<file path="config.mk">
export PLATFORM = sky130hd
export DESIGN_NAME = adsr_envelope_vca_unit_flat
export DESIGN_NICKNAME = d
export VERILOG_FILES = /design/src/design/aev_pkg.sv /design/src/design/aev_ifs.sv /design/src/design/aev_div.sv /design/src/design/aev_ctrl.sv /design/src/design/aev_dp.sv /design/src/design/adsr_envelope_vca_unit.sv /design/src/flat_wrapper.sv
export SDC_FILE = /design/constraint.sdc
export NUM_CORES = 2
export LEC_CHECK = 0
export BUFFER_PORTS_ARGS = -buffer_cell sky130_fd_sc_hd__buf_2
export CORE_AREA = 2 2 395 397
export CTS_CLUSTER_DIAMETER = 80
export CTS_CLUSTER_SIZE = 14
export DETAILED_ROUTE_END_ITERATION = 16
export DIE_AREA = 0 0 397 399
export PLACE_DENSITY = 0.75
export SLEW_MARGIN = 40
export SYNTH_ARGS = -nofsm -noshare
export SYNTH_HDL_FRONTEND = slang
export SYNTH_SLANG_ARGS = --single-unit
</file>
<file path="constraint.sdc">
create_clock -name i_clk -period 7.8 [get_ports i_clk]
set_input_delay 0.78 -clock i_clk [delete_from_list [all_inputs] [get_ports i_clk]]
set_output_delay 0.78 -clock i_clk [all_outputs]
set_load 0.05 [all_outputs]
</file>
<file path="src/design/aev_pkg.sv">
// ----------------------------------------------------------------------------
// aev_pkg: shared types and constants for the ADSR envelope VCA
// Register indexes, phase and command codes, and the controller/datapath
// command and status bundles.
// ----------------------------------------------------------------------------
`timescale 1ns / 1ps
`default_nettype none

package aev_pkg;

    localparam int unsigned CFG_IDX_W  = 3;
    localparam int unsigned CFG_DATA_W = 16;
    localparam int unsigned DIV_W      = 32;

    // configuration register indexes
    localparam logic [CFG_IDX_W-1:0] REG_ATTACK  = 3'd0;
    localparam logic [CFG_IDX_W-1:0] REG_DECAY   = 3'd1;
    localparam logic [CFG_IDX_W-1:0] REG_SUSTAIN = 3'd2;
    localparam logic [CFG_IDX_W-1:0] REG_RELEASE = 3'd3;
    localparam logic [CFG_IDX_W-1:0] REG_GAIN    = 3'd4;
    localparam logic [CFG_IDX_W-1:0] REG_BLKLEN  = 3'd5;

    // configuration reset values
    localparam logic [14:0] RST_ATTACK  = 15'd100;
    localparam logic [14:0] RST_DECAY   = 15'd250;
    localparam logic [14:0] RST_SUSTAIN = 15'd16000;
    localparam logic [14:0] RST_RELEASE = 15'd50;
    localparam logic [15:0] RST_GAIN    = 16'd4096;
    localparam logic [8:0]  RST_BLKLEN  = 9'd64;

    // trigger command codes
    localparam logic [1:0] CMD_NONE  = 2'd0;
    localparam logic [1:0] CMD_START = 2'd1;
    localparam logic [1:0] CMD_STOP  = 2'd2;

    localparam logic [31:0] LEVEL_MAX = 32'hFFFF_FFFF;

    typedef enum logic [2:0] {
        PH_OFF     = 3'd0,
        PH_ATTACK  = 3'd1,
        PH_DECAY   = 3'd2,
        PH_SUSTAIN = 3'd3,
        PH_RELEASE = 3'd4
    } t_phase;

    // controller to datapath strobes
    typedef struct packed {
        logic load_in;
        logic apply_cmd;
        logic rise_start;
        logic rise_mul;
        logic step;
        logic env1;
        logic env2;
        logic slope_start;
        logic slope_fix;
        logic interp;
        logic out_load;
    } t_dp_cmd;

    // datapath to controller status
    typedef struct packed {
        logic in_valid;
        logic block_start;
        logic rise_div;
        logic div_done;
        logic silent;
        logic out_free;
    } t_dp_sts;

endpackage

`default_nettype wire

</file>
<file path="src/design/aev_ifs.sv">
// ----------------------------------------------------------------------------
// aev_ifs: request channels of the ADSR envelope VCA
// Input sample channel, result channel and configuration write channel.
// ----------------------------------------------------------------------------
`timescale 1ns / 1ps
`default_nettype none

interface aev_in_if;
    logic        valid;
    logic        ready;
    logic [1:0]  cmd;
    logic [14:0] velocity;
    logic        block_start;
    logic signed [15:0] audio_in;

    modport source (output valid, output cmd, output velocity, output block_start,
                    output audio_in, input ready);
    modport sink   (input valid, input cmd, input velocity, input block_start,
                    input audio_in, output ready);
endinterface

interface aev_out_if;
    logic        valid;
    logic        ready;
    logic signed [15:0] audio_out;
    logic signed [15:0] env_out;

    modport source (output valid, output audio_out, output env_out, input ready);
    modport sink   (input valid, input audio_out, input env_out, output ready);
endinterface

interface aev_cfg_if;
    import aev_pkg::*;
    logic                  valid;
    logic                  ready;
    logic [CFG_IDX_W-1:0]  index;
    logic [CFG_DATA_W-1:0] data;

    modport source (output valid, output index, output data, input ready);
    modport sink   (input valid, input index, input data, output ready);
endinterface

`default_nettype wire

</file>
<file path="src/design/aev_div.sv">
// ----------------------------------------------------------------------------
// aev_div: iterative unsigned divider
// Restoring division, one quotient bit per cycle.
// ----------------------------------------------------------------------------
`timescale 1ns / 1ps
`default_nettype none

module aev_div (
    input  wire logic                      i_clk,
    input  wire logic                      i_rst_n,
    input  wire logic                      i_start,
    input  wire logic [aev_pkg::DIV_W-1:0] i_dividend,
    input  wire logic [aev_pkg::DIV_W-1:0] i_divisor,
    output logic                           o_done,
    output logic [aev_pkg::DIV_W-1:0]      o_quotient
);
    import aev_pkg::*;

    localparam int unsigned CW = $clog2(DIV_W);

    logic [DIV_W-1:0] r_rem, r_quo, r_div;
    logic [DIV_W-1:0] n_rem, n_quo;
    logic [DIV_W:0]   rem_sh, diff;
    logic [CW-1:0]    r_cnt;
    logic             r_busy, r_done;
    logic             bitq;

    // one restoring step
    always_comb begin
        rem_sh = {r_rem, r_quo[DIV_W-1]};
        diff   = rem_sh - {1'b0, r_div};
        bitq   = ~diff[DIV_W];
        n_rem  = bitq ? diff[DIV_W-1:0] : rem_sh[DIV_W-1:0];
        n_quo  = {r_quo[DIV_W-2:0], bitq};
    end

    // sequence control
    always_ff @(posedge i_clk) begin
        if (!i_rst_n) begin
            r_busy <= 1'b0;
            r_done <= 1'b0;
            r_cnt  <= '0;
        end else begin
            r_done <= 1'b0;
            if (i_start) begin
                r_busy <= 1'b1;
                r_cnt  <= '0;
            end else if (r_busy) begin
                r_cnt <= r_cnt + 1'b1;
                if (r_cnt == CW'(DIV_W - 1)) begin
                    r_busy <= 1'b0;
                    r_done <= 1'b1;
                end
            end
        end
    end

    // operands and partial results
    always_ff @(posedge i_clk) begin
        if (i_start) begin
            r_rem <= '0;
            r_quo <= i_dividend;
            r_div <= i_divisor;
        end else if (r_busy) begin
            r_rem <= n_rem;
            r_quo <= n_quo;
        end
    end

    assign o_done     = r_done;
    assign o_quotient = r_quo;

`ifndef SYNTHESIS
    a_no_restart: assert property (@(posedge i_clk) disable iff (!i_rst_n)
        i_start |-> !r_busy) else $error("divider restarted while busy");
    a_done_after_busy: assert property (@(posedge i_clk) disable iff (!i_rst_n)
        r_done |-> $past(r_busy)) else $error("divider done without a run");
`endif

endmodule

`default_nettype wire

</file>
<file path="src/design/aev_ctrl.sv">
// ----------------------------------------------------------------------------
// aev_ctrl: sequencer of the ADSR envelope VCA
// Walks each request through the block step (block start only), interpolation and output.
// ----------------------------------------------------------------------------
`timescale 1ns / 1ps
`default_nettype none

module aev_ctrl (
    input  wire logic             i_clk,
    input  wire logic             i_rst_n,
    input  wire aev_pkg::t_dp_sts i_sts,
    output aev_pkg::t_dp_cmd      o_cmd,
    output logic                  o_in_ready
);
    import aev_pkg::*;

    typedef enum logic [3:0] {
        S_IDLE, S_CMD, S_RISE, S_RDIV, S_RMUL, S_STEP, S_ENV1, S_ENV2,
        S_SSTART, S_SDIV, S_SFIX, S_INTERP, S_OUT
    } t_state;

    t_state r_state;

    // advance state
    always_ff @(posedge i_clk) begin
        if (!i_rst_n) begin
            r_state <= S_IDLE;
        end else begin
            unique case (r_state)
                S_IDLE:   if (i_sts.in_valid)
                              r_state <= i_sts.block_start ? S_CMD : S_INTERP;
                S_CMD:    r_state <= S_RISE;
                S_RISE:   r_state <= i_sts.rise_div ? S_RDIV : S_STEP;
                S_RDIV:   if (i_sts.div_done) r_state <= S_RMUL;
                S_RMUL:   r_state <= S_STEP;
                S_STEP:   r_state <= S_ENV1;
                S_ENV1:   r_state <= S_ENV2;
                S_ENV2:   r_state <= i_sts.silent ? S_INTERP : S_SSTART;
                S_SSTART: r_state <= S_SDIV;
                S_SDIV:   if (i_sts.div_done) r_state <= S_SFIX;
                S_SFIX:   r_state <= S_INTERP;
                S_INTERP: r_state <= S_OUT;
                S_OUT:    if (i_sts.out_free) r_state <= S_IDLE;
                default:  r_state <= S_IDLE;
            endcase
        end
    end

    // decode strobes
    always_comb begin
        o_cmd             = '0;
        o_cmd.load_in     = (r_state == S_IDLE) && i_sts.in_valid;
        o_cmd.apply_cmd   = (r_state == S_CMD);
        o_cmd.rise_start  = (r_state == S_RISE);
        o_cmd.rise_mul    = (r_state == S_RMUL);
        o_cmd.step        = (r_state == S_STEP);
        o_cmd.env1        = (r_state == S_ENV1);
        o_cmd.env2        = (r_state == S_ENV2);
        o_cmd.slope_start = (r_state == S_SSTART);
        o_cmd.slope_fix   = (r_state == S_SFIX);
        o_cmd.interp      = (r_state == S_INTERP);
        o_cmd.out_load    = (r_state == S_OUT) && i_sts.out_free;
        o_in_ready        = (r_state == S_IDLE);
    end

`ifndef SYNTHESIS
    a_bs_path: assert property (@(posedge i_clk) disable iff (!i_rst_n)
        o_cmd.load_in && i_sts.block_start |=> r_state == S_CMD)
        else $error("block start request skipped the step");
    a_out_once: assert property (@(posedge i_clk) disable iff (!i_rst_n)
        o_cmd.out_load |=> r_state == S_IDLE) else $error("result not closed");
`endif

endmodule

`default_nettype wire

</file>
<file path="src/design/aev_dp.sv">
// ----------------------------------------------------------------------------
// aev_dp: datapath of the ADSR envelope VCA
// Configuration, envelope state, rise increments, slope and sample shaping.
// ----------------------------------------------------------------------------
`timescale 1ns / 1ps
`default_nettype none

module aev_dp #(
    parameter int unsigned MAX_BLOCK   = 256,
    parameter int unsigned SAMPLE_RATE = 48000
) (
    input  wire logic             i_clk,
    input  wire logic             i_rst_n,
    input  wire aev_pkg::t_dp_cmd i_cmd,
    output aev_pkg::t_dp_sts      o_sts,
    aev_cfg_if.sink               i_cfg,
    aev_in_if.sink                i_in,
    aev_out_if.source             o_out
);
    import aev_pkg::*;

    localparam int unsigned IW     = $clog2(MAX_BLOCK + 1);
    localparam int unsigned PER_MS = (SAMPLE_RATE / 1000 == 0) ? 1 : SAMPLE_RATE / 1000;
    localparam int unsigned PW     = IW + 19;

    // configuration
    logic [14:0]        r_attack, r_decay, r_sustain, r_release;
    logic signed [15:0] r_gain;
    logic [8:0]         r_blklen;

    // envelope state
    t_phase             r_phase, n_phase;
    logic [31:0]        r_level, n_level;
    logic [14:0]        r_hvel;
    logic [31:0]        r_rsl;
    logic signed [15:0] r_prev, r_cur;
    logic signed [31:0] r_slope;
    logic [IW-1:0]      r_idx;
    logic               r_out_valid;

    // request payload and intermediates
    logic [1:0]         r_cmdc;
    logic [14:0]        r_vel;
    logic               r_bs;
    logic signed [15:0] r_x;
    logic [31:0]        r_inc;
    logic [14:0]        r_e1;
    logic               r_neg;
    logic signed [PW-1:0] r_inter;
    logic signed [15:0] r_y, r_env_o;

    // combinational helpers
    logic [31:0]        blk32, len32, sus, range_sel;
    logic [IW-1:0]      len;
    logic [14:0]        ms_sel;
    logic               ph_rise;
    logic [32+IW-1:0]   rise_p;
    logic [31:0]        t_add, t_sub;
    logic               t_ovf;
    logic [29:0]        e1_p;
    logic signed [31:0] e2_p;
    logic signed [16:0] diff;
    logic [16:0]        mag;
    logic               div_start, div_done;
    logic [31:0]        div_a, div_b, div_q;
    logic signed [32+IW:0] sl_p;
    logic signed [PW-1:0]  inter_n;
    logic signed [PW+15:0] y_p;
    logic signed [PW+3:0]  y_sh;
    logic signed [15:0]    y_sat;

    // effective block length, clamped to 1..MAX_BLOCK
    always_comb begin
        blk32 = {23'd0, r_blklen};
        if (blk32 == 32'd0)
            len32 = 32'd1;
        else if (blk32 > 32'(MAX_BLOCK))
            len32 = 32'(MAX_BLOCK);
        else
            len32 = blk32;
        len = len32[IW-1:0];
        sus = {r_sustain, 17'd0};
    end

    // pick time and range of the running phase
    always_comb begin
        unique case (r_phase)
            PH_ATTACK:  begin ms_sel = r_attack;  range_sel = LEVEL_MAX;       end
            PH_DECAY:   begin ms_sel = r_decay;   range_sel = LEVEL_MAX - sus; end
            PH_RELEASE: begin ms_sel = r_release; range_sel = r_rsl;           end
            default:    begin ms_sel = r_attack;  range_sel = LEVEL_MAX;       end
        endcase
        ph_rise = (r_phase == PH_ATTACK) || (r_phase == PH_DECAY) ||
                  (r_phase == PH_RELEASE);
        rise_p  = div_q * {{(32 - IW){1'b0}}, len};
    end

    // phase step on the level
    always_comb begin
        n_phase = r_phase;
        n_level = r_level;
        {t_ovf, t_add} = {1'b0, r_level} + {1'b0, r_inc};
        t_sub = (r_inc > r_level) ? 32'd0 : r_level - r_inc;
        unique case (r_phase)
            PH_ATTACK: begin
                if (t_ovf) begin
                    n_level = LEVEL_MAX;
                    n_phase = PH_DECAY;
                end else begin
                    n_level = t_add;
                end
            end
            PH_DECAY: begin
                if (t_sub <= sus) begin
                    n_level = sus;
                    n_phase = PH_SUSTAIN;
                end else begin
                    n_level = t_sub;
                end
            end
            PH_SUSTAIN: begin
                n_level = sus;
                if (sus == 32'd0) n_phase = PH_OFF;
            end
            PH_RELEASE: begin
                if (r_inc > r_level) begin
                    n_level = 32'd0;
                    n_phase = PH_OFF;
                end else begin
                    n_level = r_level - r_inc;
                end
            end
            default: begin
                n_level = 32'd0;
                n_phase = PH_OFF;
            end
        endcase
    end

    // envelope products, slope operands, interpolation and output
    always_comb begin
        e1_p    = {15'd0, r_level[31:17]} * {15'd0, r_hvel};
        e2_p    = $signed({1'b0, r_e1}) * 32'(r_gain);
        diff    = 17'(r_cur) - 17'(r_prev);
        mag     = diff[16] ? 17'(-diff) : diff;
        sl_p    = (33+IW)'(r_slope) * $signed({33'd0, r_idx});
        if (r_idx < len)
            inter_n = PW'(r_prev) + PW'(sl_p >>> 15);
        else
            inter_n = PW'(r_cur);
        y_p  = (PW+16)'(r_x) * (PW+16)'(r_inter);
        y_sh = y_p[PW+15:12];
        if (y_sh > (PW+4)'(32767))
            y_sat = 16'sd32767;
        else if (y_sh < -(PW+4)'(32768))
            y_sat = -16'sd32768;
        else
            y_sat = y_sh[15:0];
    end

    // divider operand select
    always_comb begin
        div_start = (i_cmd.rise_start && ph_rise && (ms_sel != 15'd0)) || i_cmd.slope_start;
        if (i_cmd.slope_start) begin
            div_a = {1'b0, mag[15:0], 15'd0};
            div_b = len32;
        end else begin
            div_a = range_sel;
            div_b = 32'(ms_sel) * 32'(PER_MS);
        end
    end

    aev_div u_div (
        .i_clk      (i_clk),
        .i_rst_n    (i_rst_n),
        .i_start    (div_start),
        .i_dividend (div_a),
        .i_divisor  (div_b),
        .o_done     (div_done),
        .o_quotient (div_q)
    );

    // hold configuration and envelope state
    always_ff @(posedge i_clk) begin
        if (!i_rst_n) begin
            r_attack    <= RST_ATTACK;
            r_decay     <= RST_DECAY;
            r_sustain   <= RST_SUSTAIN;
            r_release   <= RST_RELEASE;
            r_gain      <= RST_GAIN;
            r_blklen    <= RST_BLKLEN;
            r_phase     <= PH_OFF;
            r_level     <= '0;
            r_hvel      <= '0;
            r_rsl       <= '0;
            r_prev      <= '0;
            r_cur       <= '0;
            r_slope     <= '0;
            r_idx       <= '0;
            r_out_valid <= 1'b0;
        end else begin
            if (i_cfg.valid) begin
                unique case (i_cfg.index)
                    REG_ATTACK:  r_attack  <= i_cfg.data[14:0];
                    REG_DECAY:   r_decay   <= i_cfg.data[14:0];
                    REG_SUSTAIN: r_sustain <= i_cfg.data[14:0];
                    REG_RELEASE: r_release <= i_cfg.data[14:0];
                    REG_GAIN:    r_gain    <= i_cfg.data;
                    REG_BLKLEN:  r_blklen  <= i_cfg.data[8:0];
                    default: ;
                endcase
            end
            if (i_cmd.apply_cmd) begin
                if (r_cmdc == CMD_START) begin
                    r_phase <= PH_ATTACK;
                    r_hvel  <= r_vel;
                end else if (r_cmdc == CMD_STOP && r_phase != PH_OFF) begin
                    r_phase <= PH_RELEASE;
                    r_rsl   <= r_level;
                end
            end
            if (i_cmd.step) begin
                r_phase <= n_phase;
                r_level <= n_level;
            end
            if (i_cmd.env2) begin
                r_idx <= '0;
                if (o_sts.silent) begin
                    r_prev  <= '0;
                    r_cur   <= '0;
                    r_slope <= '0;
                end else begin
                    r_prev <= r_cur;
                    r_cur  <= e2_p[30:15];
                end
            end
            if (i_cmd.slope_fix)
                r_slope <= r_neg ? -$signed(div_q) : $signed(div_q);
            if (i_cmd.interp && r_idx < len)
                r_idx <= r_idx + 1'b1;
            if (i_cmd.out_load)
                r_out_valid <= 1'b1;
            else if (o_out.ready)
                r_out_valid <= 1'b0;
        end
    end

    // capture request and intermediates
    always_ff @(posedge i_clk) begin
        if (i_cmd.load_in) begin
            r_cmdc <= i_in.cmd;
            r_vel  <= i_in.velocity;
            r_bs   <= i_in.block_start;
            r_x    <= i_in.audio_in;
        end
        if (i_cmd.rise_start && ms_sel == 15'd0)
            r_inc <= LEVEL_MAX;
        if (i_cmd.rise_mul)
            r_inc <= (|rise_p[32+IW-1:32]) ? LEVEL_MAX : rise_p[31:0];
        if (i_cmd.env1)
            r_e1 <= e1_p[29:15];
        if (i_cmd.slope_start)
            r_neg <= diff[16];
        if (i_cmd.interp)
            r_inter <= inter_n;
        if (i_cmd.out_load) begin
            r_y     <= y_sat;
            r_env_o <= r_cur;
        end
    end

    // status and ports
    always_comb begin
        o_sts.in_valid    = i_in.valid;
        o_sts.block_start = i_in.block_start;
        o_sts.rise_div    = ph_rise && (ms_sel != 15'd0);
        o_sts.div_done    = div_done;
        o_sts.silent      = (r_phase == PH_OFF) || (r_gain == 16'sd0);
        o_sts.out_free    = !r_out_valid || o_out.ready;
    end

    assign i_cfg.ready     = 1'b1;
    assign o_out.valid     = r_out_valid;
    assign o_out.audio_out = r_y;
    assign o_out.env_out   = r_env_o;

`ifndef SYNTHESIS
    a_off_zero: assert property (@(posedge i_clk) disable iff (!i_rst_n)
        r_phase == PH_OFF |-> r_level == 32'd0) else $error("off with nonzero level");
    a_silent_clear: assert property (@(posedge i_clk) disable iff (!i_rst_n)
        i_cmd.env2 && o_sts.silent |=> r_cur == 16'sd0 && r_prev == 16'sd0)
        else $error("silent block kept an envelope");
    a_step_only_bs: assert property (@(posedge i_clk) disable iff (!i_rst_n)
        i_cmd.apply_cmd |-> r_bs) else $error("block step without block start");
`endif

endmodule

`default_nettype wire

</file>
<file path="src/design/adsr_envelope_vca_unit.sv">
// ----------------------------------------------------------------------------
// adsr_envelope_vca_unit: ADSR envelope generator with amplifier
// Shapes a 16-bit audio stream by a per-block ADSR envelope.
// ----------------------------------------------------------------------------
// One sample request is taken at a time. A sample without block start is
// interpolated, then multiplied and loaded into the output register, after
// which the unit returns to idle and can accept the next sample. A sample
// that starts a block first runs the envelope step, which may wait on the
// shared radix-2 divider twice (one pass for the phase increment, one for
// the interpolation slope). A silent block skips the slope pass and a phase
// without a timed ramp skips the increment pass. A result that is not taken
// holds the unit in its output state until the register frees. The result
// register lets the next request enter while a result still waits to be
// taken. Configuration writes are taken at any time (ready held high) and
// must only be issued while the unit is idle.
`timescale 1ns / 1ps
`default_nettype none

module adsr_envelope_vca_unit #(
    parameter int unsigned MAX_BLOCK   = 256,
    parameter int unsigned SAMPLE_RATE = 48000
) (
    input  wire logic i_clk,
    input  wire logic i_rst_n,
    aev_cfg_if.sink   i_cfg,
    aev_in_if.sink    i_in,
    aev_out_if.source o_out
);
    import aev_pkg::*;

    t_dp_cmd dp_cmd;
    t_dp_sts dp_sts;
    logic    in_ready;

    aev_ctrl u_ctrl (
        .i_clk      (i_clk),
        .i_rst_n    (i_rst_n),
        .i_sts      (dp_sts),
        .o_cmd      (dp_cmd),
        .o_in_ready (in_ready)
    );

    aev_dp #(
        .MAX_BLOCK   (MAX_BLOCK),
        .SAMPLE_RATE (SAMPLE_RATE)
    ) u_dp (
        .i_clk   (i_clk),
        .i_rst_n (i_rst_n),
        .i_cmd   (dp_cmd),
        .o_sts   (dp_sts),
        .i_cfg   (i_cfg),
        .i_in    (i_in),
        .o_out   (o_out)
    );

    assign i_in.ready = in_ready;

endmodule

`default_nettype wire
</file>
<file path="src/flat_wrapper.sv">
// flat-port wrapper written by rule: the top's interface ports become plain ports
module adsr_envelope_vca_unit_flat import aev_pkg::*;
#(
    parameter int unsigned MAX_BLOCK   = 256,
    parameter int unsigned SAMPLE_RATE = 48000
)
  (i_clk, i_rst_n, i_cfg_valid, i_cfg_index, i_cfg_data, i_cfg_ready, i_in_valid, i_in_cmd, i_in_velocity, i_in_block_start, i_in_audio_in, i_in_ready, o_out_valid, o_out_audio_out, o_out_env_out, o_out_ready);
  aev_cfg_if i_cfg_i ();
  aev_in_if i_in_i ();
  aev_out_if o_out_i ();
  input  wire logic i_clk;
  input  wire logic i_rst_n;
  input wire logic [$bits(i_cfg_i.valid)-1:0] i_cfg_valid;
  input wire logic [$bits(i_cfg_i.index)-1:0] i_cfg_index;
  input wire logic [$bits(i_cfg_i.data)-1:0] i_cfg_data;
  output wire logic [$bits(i_cfg_i.ready)-1:0] i_cfg_ready;
  input wire logic [$bits(i_in_i.valid)-1:0] i_in_valid;
  input wire logic [$bits(i_in_i.cmd)-1:0] i_in_cmd;
  input wire logic [$bits(i_in_i.velocity)-1:0] i_in_velocity;
  input wire logic [$bits(i_in_i.block_start)-1:0] i_in_block_start;
  input wire logic [$bits(i_in_i.audio_in)-1:0] i_in_audio_in;
  output wire logic [$bits(i_in_i.ready)-1:0] i_in_ready;
  output wire logic [$bits(o_out_i.valid)-1:0] o_out_valid;
  output wire logic [$bits(o_out_i.audio_out)-1:0] o_out_audio_out;
  output wire logic [$bits(o_out_i.env_out)-1:0] o_out_env_out;
  input wire logic [$bits(o_out_i.ready)-1:0] o_out_ready;
  assign i_cfg_i.valid = i_cfg_valid;
  assign i_cfg_i.index = i_cfg_index;
  assign i_cfg_i.data = i_cfg_data;
  assign i_cfg_ready = i_cfg_i.ready;
  assign i_in_i.valid = i_in_valid;
  assign i_in_i.cmd = i_in_cmd;
  assign i_in_i.velocity = i_in_velocity;
  assign i_in_i.block_start = i_in_block_start;
  assign i_in_i.audio_in = i_in_audio_in;
  assign i_in_ready = i_in_i.ready;
  assign o_out_valid = o_out_i.valid;
  assign o_out_audio_out = o_out_i.audio_out;
  assign o_out_env_out = o_out_i.env_out;
  assign o_out_i.ready = o_out_ready;
  adsr_envelope_vca_unit #(.MAX_BLOCK(MAX_BLOCK), .SAMPLE_RATE(SAMPLE_RATE)) u_core (.i_clk(i_clk), .i_rst_n(i_rst_n), .i_cfg(i_cfg_i), .i_in(i_in_i), .o_out(o_out_i));
endmodule
</file>
# Word-level counts from Yosys, hierarchy flattened
# Index checks and enable logic that the tools add are counted.
# totals
input_bits	58
reg_bits	489
out_inout_bits	35
wordCells	188
# op_classes
reduce_logical	46
magnitude_cmp	6
bitwise_logic	5
muxes	50
n_mul	6
eq_ne	32
n_addsub	10
# ops
op	n
2-to-1 mux 32 bit	14
case mux 32 bit (4 select lines)	1
2-to-1 mux 16 bit	4
case mux 32 bit (2 select lines)	1
case mux 4 bit (13 select lines)	1
multiplier 16 x 28 -> 44 bit	1
multiplier 32 x 10 -> 42 bit	1
multiplier 32 x 9 -> 41 bit	1
2-to-1 mux 9 bit	4
adder 32 x 32 -> 33 bit	1
subtractor 33 x 32 -> 33 bit	1
greater-than comparator 32 x 16 -> 1 bit (second input constant)	1
greater-than comparator 32 bit	1
<= comparator 32 bit	1
zero test 32 bit	1
less-than comparator 32 x 16 -> 1 bit (second input constant)	1
negation 32 bit	1
subtractor 32 bit	1
subtractor 32 bit (first input constant)	1
multiplier 16 x 16 -> 31 bit	1
multiplier 15 x 15 -> 30 bit	1
case mux 15 bit (2 select lines)	1
adder 16 x 27 -> 28 bit	1
2-to-1 mux 28 bit	1
44 further kinds	112

# Longest topological paths before layout
# logic_depth
depth_word	7
depth_mapped	36
depth_no_buf	34

# Worst setup path before layout
# No wires, ideal clock.
# synth_timing
path_kind	register to register
start	reg u_core.u_dp.r_idx[1]
end	reg u_core.u_dp.r_inter[25], data pin
path_slack_ps	-391
n_path_buf	2
synth_period_minus_slack_ps	8191
required_ps	7529
setup_time_ps	271
stages_incl_launch_ff	32
t_arrival_ps	7920
cell_sequence	dfxtp_1 > clkbuf_1 > clkbuf_1 > nand2_1 > fa_1 > inv_1 > fa_1 > fa_1 > fa_1 > fa_1 > ha_1 > a21oi_1 > o21ai_0 > or2_2 > a311oi_1 > nor3b_1 > o21a_1 > o21a_1 > o211a_1 > o21a_1 > nor2_1 > xnor2_1 > ha_1 > and4_1 > a211oi_1 > a21oi_1 > o21ai_1 > o32ai_1 > or4_1 > a31oi_1 > xnor2_1 > o21ai_0
# synth_between
elab_chain_len	3
word_cells_on_any_way	4
cone_classes	add/sub: 1; mul: 1; order compare: 1; mux: 1
# synth_rtl
element	line	rtl
from (decl)	aev_dp.sv:38	logic [IW-1:0] r_idx;
from (signal assigned)	aev_dp.sv:240	r_idx <= r_idx + 1'b1;
multiplier 32 x 10 -> 42 bit	aev_dp.sv:146	sl_p = (33+IW)'(r_slope) * $signed({33'd0, r_idx});
adder 16 x 27 -> 28 bit	aev_dp.sv:148	inter_n = PW'(r_prev) + PW'(sl_p >>> 15);
2-to-1 mux 28 bit *	aev_dp.sv:147	if (r_idx < len)
via u_core.u_dp.inter_n[25]	aev_dp.sv:67	logic signed [PW-1:0] inter_n;
to (signal assigned)	aev_dp.sv:265	r_inter <= inter_n;
to (decl)	aev_dp.sv:49	logic signed [PW-1:0] r_inter;
# The timed path passes the listed nets; every way through them passes the cells marked *.
# A chain may end at the register's enable or synchronous reset.

# Worst setup path in the final report
# layout_timing
start	reg u_core.u_dp.r_idx[4]
end	reg u_core.u_dp.r_inter[25], data pin
# The elaborated chain is that of the path after synthesis.

==> results.py <==
metrics = {
    "drt": {
        "finalWirelength_mm": 213,
        "route.met2.wl_mm": 101,
        "drc": 0,
        "routed.top_layer": "met5",
        "dr_total_vias": 62095,
        "routed-wl-met3_mm": 17.8,
        "vias_per_cell": 5.59,
        "m1WireLength_mm": 86.0,
        "firstDrtPassIters": 6,
        "drtIter0Drc": 4875,
        "post_drt_wl_per_cell_um": 19.2,
        "drtAntennaViolNets": 0,
    },
    "final_layout": {
        "nNetsFinal": 10939,
        "area_growth_pct": 9.51,
        "final_cell_area_mm2": 0.0837,
        "final_cell_mix": "inv_1, nand2_1, fa_1, ha_1, and2_1",
        "final_common_cell": "inv_1",
        "final_util": 0.545,
        "drive_above_1_share": 0.0891,
    },
    "cts": {
        "cts-buffers-inserted": 48,
        "cts_root_buf": "clkbuf_16",
        "cts.sinks": 478,
        "clockBufferDepth": 3,
        "clock_latency_ns": 0.69,
        "cts_hold_buf": 0,
        "cts_tree": "yes",
        "cts.htree.levels": 2,
        "path_clk_slew_ns": 0.07,
    },
    "sta": {
        "fin_crit_ns": 8.03,
        "max_freq_mhz": 125,
        "finalMaxSlewViolations": 0,
        "finalSetupViolations": 8,
        "setup_ws_ns": -0.228,
        "timing.final.crit_share": 1.03,
        "rsz0062_at_grt": "true",
        "worst_pin_slew_ns": 1.02,
        "whs_ns": 0.265,
        "relSlewSlack": 0.319,
        "finClkSkew_ns": 0.0552,
        "hold_viol_final": 0,
    },
    "placed_design": {
        "dp_hpwl_mm": 166,
        "routabilityCongestion": 0.948,
        "portBuffers": 91,
        "dp_slack_ns": -0.508,
        "placed_area_mm2": 0.0806,
    },
    "yosys": {
        "synth_area_mm2": 0.0764,
        "avgSynthCellArea_um2": 8.59,
        "syn_nets": 10815,
        "synth_ff_type": "dfxtp_1",
        "ys_seq_area_frac": 0.151,
        "synthesis.instances": 8899,
        "ys_types": 94,
        "ys_warn_count": 0,
        "synth-async-reset-ratio": 0,
        "ys_seq_elements": 478,
        "synth-edff-count": 194,
    },
    "status": {
        "violations": "setup timing",
        "outcome": "finished with violations",
    },
    "critical_path": {
        "endpoint_kind": "register",
        "start_kind": "register",
        "crit_start": "u_core.u_dp.r_idx[4]$_SDFFE_PN0P_",
        "r2r-start": "u_core.u_dp.r_idx[4]$_SDFFE_PN0P_",
        "cp.depth": 33,
        "crit_top_cell": "fa_1",
        "rr_endpoint": "u_core.u_dp.r_inter[25]$_DFFE_PP_",
        "reg2reg_depth": 33,
        "critPathRequiredTime_ns": 8.17,
        "crit_path_top_delay_cell": "fa_1",
        "rrSetupSlack_ns": -0.23,
        "cp.arrival_ns": 8.39,
        "critPathMaxFanout": 4,
        "crit_path_max_incr_delay_ns": 0.57,
        "critPathBufInv": 5,
        "critical-path-top-delay-family": "adder cells",
        "crit_end": "u_core.u_dp.r_inter[25]$_DFFE_PP_",
        "critPathKind": "reg2reg",
    },
    "floorplan": {
        "core.rowCount": 144,
        "fp.dieH_um": 399,
        "io_pins": 93,
        "core-area_mm2": 0.154,
        "die-area_mm2": 0.158,
        "initial_core_util": 0.497,
        "die_x_um": 397,
    },
    "global_routing": {
        "grt_pass1_vias": 64125,
        "grt_pass1_wl_mm": 342,
        "overflow": 0,
        "gr-usage-all-layers": 0.270,
        "antenna_found_initial": 3,
        "grt_max_degree": 86,
    },
    "run": {
        "max_cap_violations": 0,
    },
    "hold_path": {
        "min_path_type": "in2reg",
    },
}
[sequential cells by signal, summed over array words and instances (netlist names), 21 cells and up]
name / flops
u_core.u_dp.r_inter: 28
u_core.u_dp.r_level: 32
u_core.u_dp.r_inc: 32
u_core.u_dp.r_slope: 32
u_core.u_dp.u_div.r_rem: 32
u_core.u_dp.u_div.r_div: 21
u_core.u_dp.u_div.o_quotient: 32
u_core.u_dp.r_rsl: 32
[layout make-up]
cell class / instances / area, um^2
multi-input combinational: 6325 / 57500
inverter: 1632 / 6130
timing repair buffer: 538 / 4360
antenna: 2 / 5.00
fill: 13580 / 70000
clock buffer: 69 / 1330
tap: 2044 / 2560
clock inverter: 17 / 256
sequential: 478 / 11500
[how the worst min path moves through the flow]
stage | cells after the start | from | to | slack (ns)
floorplan | 2 | u_core.u_dp.r_attack[10]$_SDFFE_PN0P_ | u_core.u_dp.r_attack[10]$_SDFFE_PN0P_ | 0.43
global placement | 2 | u_core.u_dp.r_attack[10]$_SDFFE_PN0P_ | u_core.u_dp.r_attack[10]$_SDFFE_PN0P_ | 0.44
detailed placement | 2 | u_core.u_dp.r_attack[10]$_SDFFE_PN0P_ | u_core.u_dp.r_attack[10]$_SDFFE_PN0P_ | 0.44
CTS | 1 | i_in_velocity[13] | u_core.u_dp.r_vel[13]$_DFFE_PP_ | 0.23
global route | 1 | i_in_velocity[2] | u_core.u_dp.r_vel[2]$_DFFE_PP_ | 0.25
finish | 1 | i_in_velocity[13] | u_core.u_dp.r_vel[13]$_DFFE_PP_ | 0.26
[worst register-to-register path, delay by kind of cell (launching register included)]
kind,cells,cell delay [ns]
AOI/OAI and AO/OA,13,2.32
xor gates and xnor gates,2,0.29
adders and majority gates,7,2.98
buffers and inverters,5,0.59
DFF,1,0.36
and+or+nand+nor,6,1.19
[routing by layer]
metal  track usage  vias to the layer above
met4         0.103                        2
met3        0.0444                      512
met1         0.351                    30711
li1              -                    28240
met5             0                        -
met2         0.451                     2630
[Yosys cell counts (25+ instances only)]
| master | count | area share |
|---|---|---|
| inv_1 | 1627 | 0.080 |
| nand2_1 | 1319 | 0.065 |
| fa_1 | 1224 | 0.32 |
| ha_1 | 634 | 0.10 |
| and2_1 | 581 | 0.048 |
| a21oi_1 | 446 | 0.029 |
| clkbuf_1 | 426 | 0.021 |
| nor2_1 | 366 | 0.018 |
| dfxtp_1 | 284 | 0.074 |
| o21ai_0 | 227 | 0.015 |
| edfxtp_1 | 194 | 0.076 |
| xnor2_1 | 177 | 0.020 |
| nand3_1 | 132 | 0.0086 |
| nor3_1 | 120 | 0.0079 |
| nand2b_1 | 98 | 0.0080 |
| xor2_1 | 88 | 0.010 |
| a21o_1 | 74 | 0.0073 |
| a211oi_1 | 71 | 0.0070 |
| nor2b_1 | 55 | 0.0045 |
| o21a_1 | 51 | 0.0050 |
| and3_1 | 43 | 0.0035 |
| mux2i_1 | 42 | 0.0055 |
| o31ai_1 | 40 | 0.0039 |
| or3_1 | 39 | 0.0032 |
| a31oi_1 | 37 | 0.0030 |
| o21bai_1 | 36 | 0.0035 |
| nand4_1 | 33 | 0.0027 |
| o211ai_1 | 27 | 0.0027 |
| nor4_1 | 25 | 0.0020 |
[through the flow]
stage               std cells  setup TNS (ns)
finish                  11105          -0.764
global route            11105           -3.31
detailed placement      10925           -3.45
CTS                     11056          -0.188
floorplan                8899        -0.00668
global placement        10924           -2.10
[timing repair]
item,CTS,global route
gates cloned,4,1
endpoints found under the setup margin,29,33
resized for setup,74,80
pin swaps,50,40
endpoints found under the hold margin,0,0
setup buffers,41,45
[logic make-up (layout without fill, tap and decap cells)]
group | Yosys count | in the layout | synth area share
AOI/OAI and AO/OA | 1238 | 1238 | 0.103
xor gates and xnor gates | 265 | 265 | 0.0304
adders and majority gates | 1858 | 1858 | 0.424
buffers and inverters | 2096 | 2256 | 0.104
DFF | 478 | 478 | 0.151
muxes | 59 | 59 | 0.00800
other | 1 | 3 | 0.0000491
and+or+nand+nor | 2904 | 2904 | 0.180
Power is not shown: default switching activity piles up to over one toggle a cycle in this logic, so the estimate is an artifact.
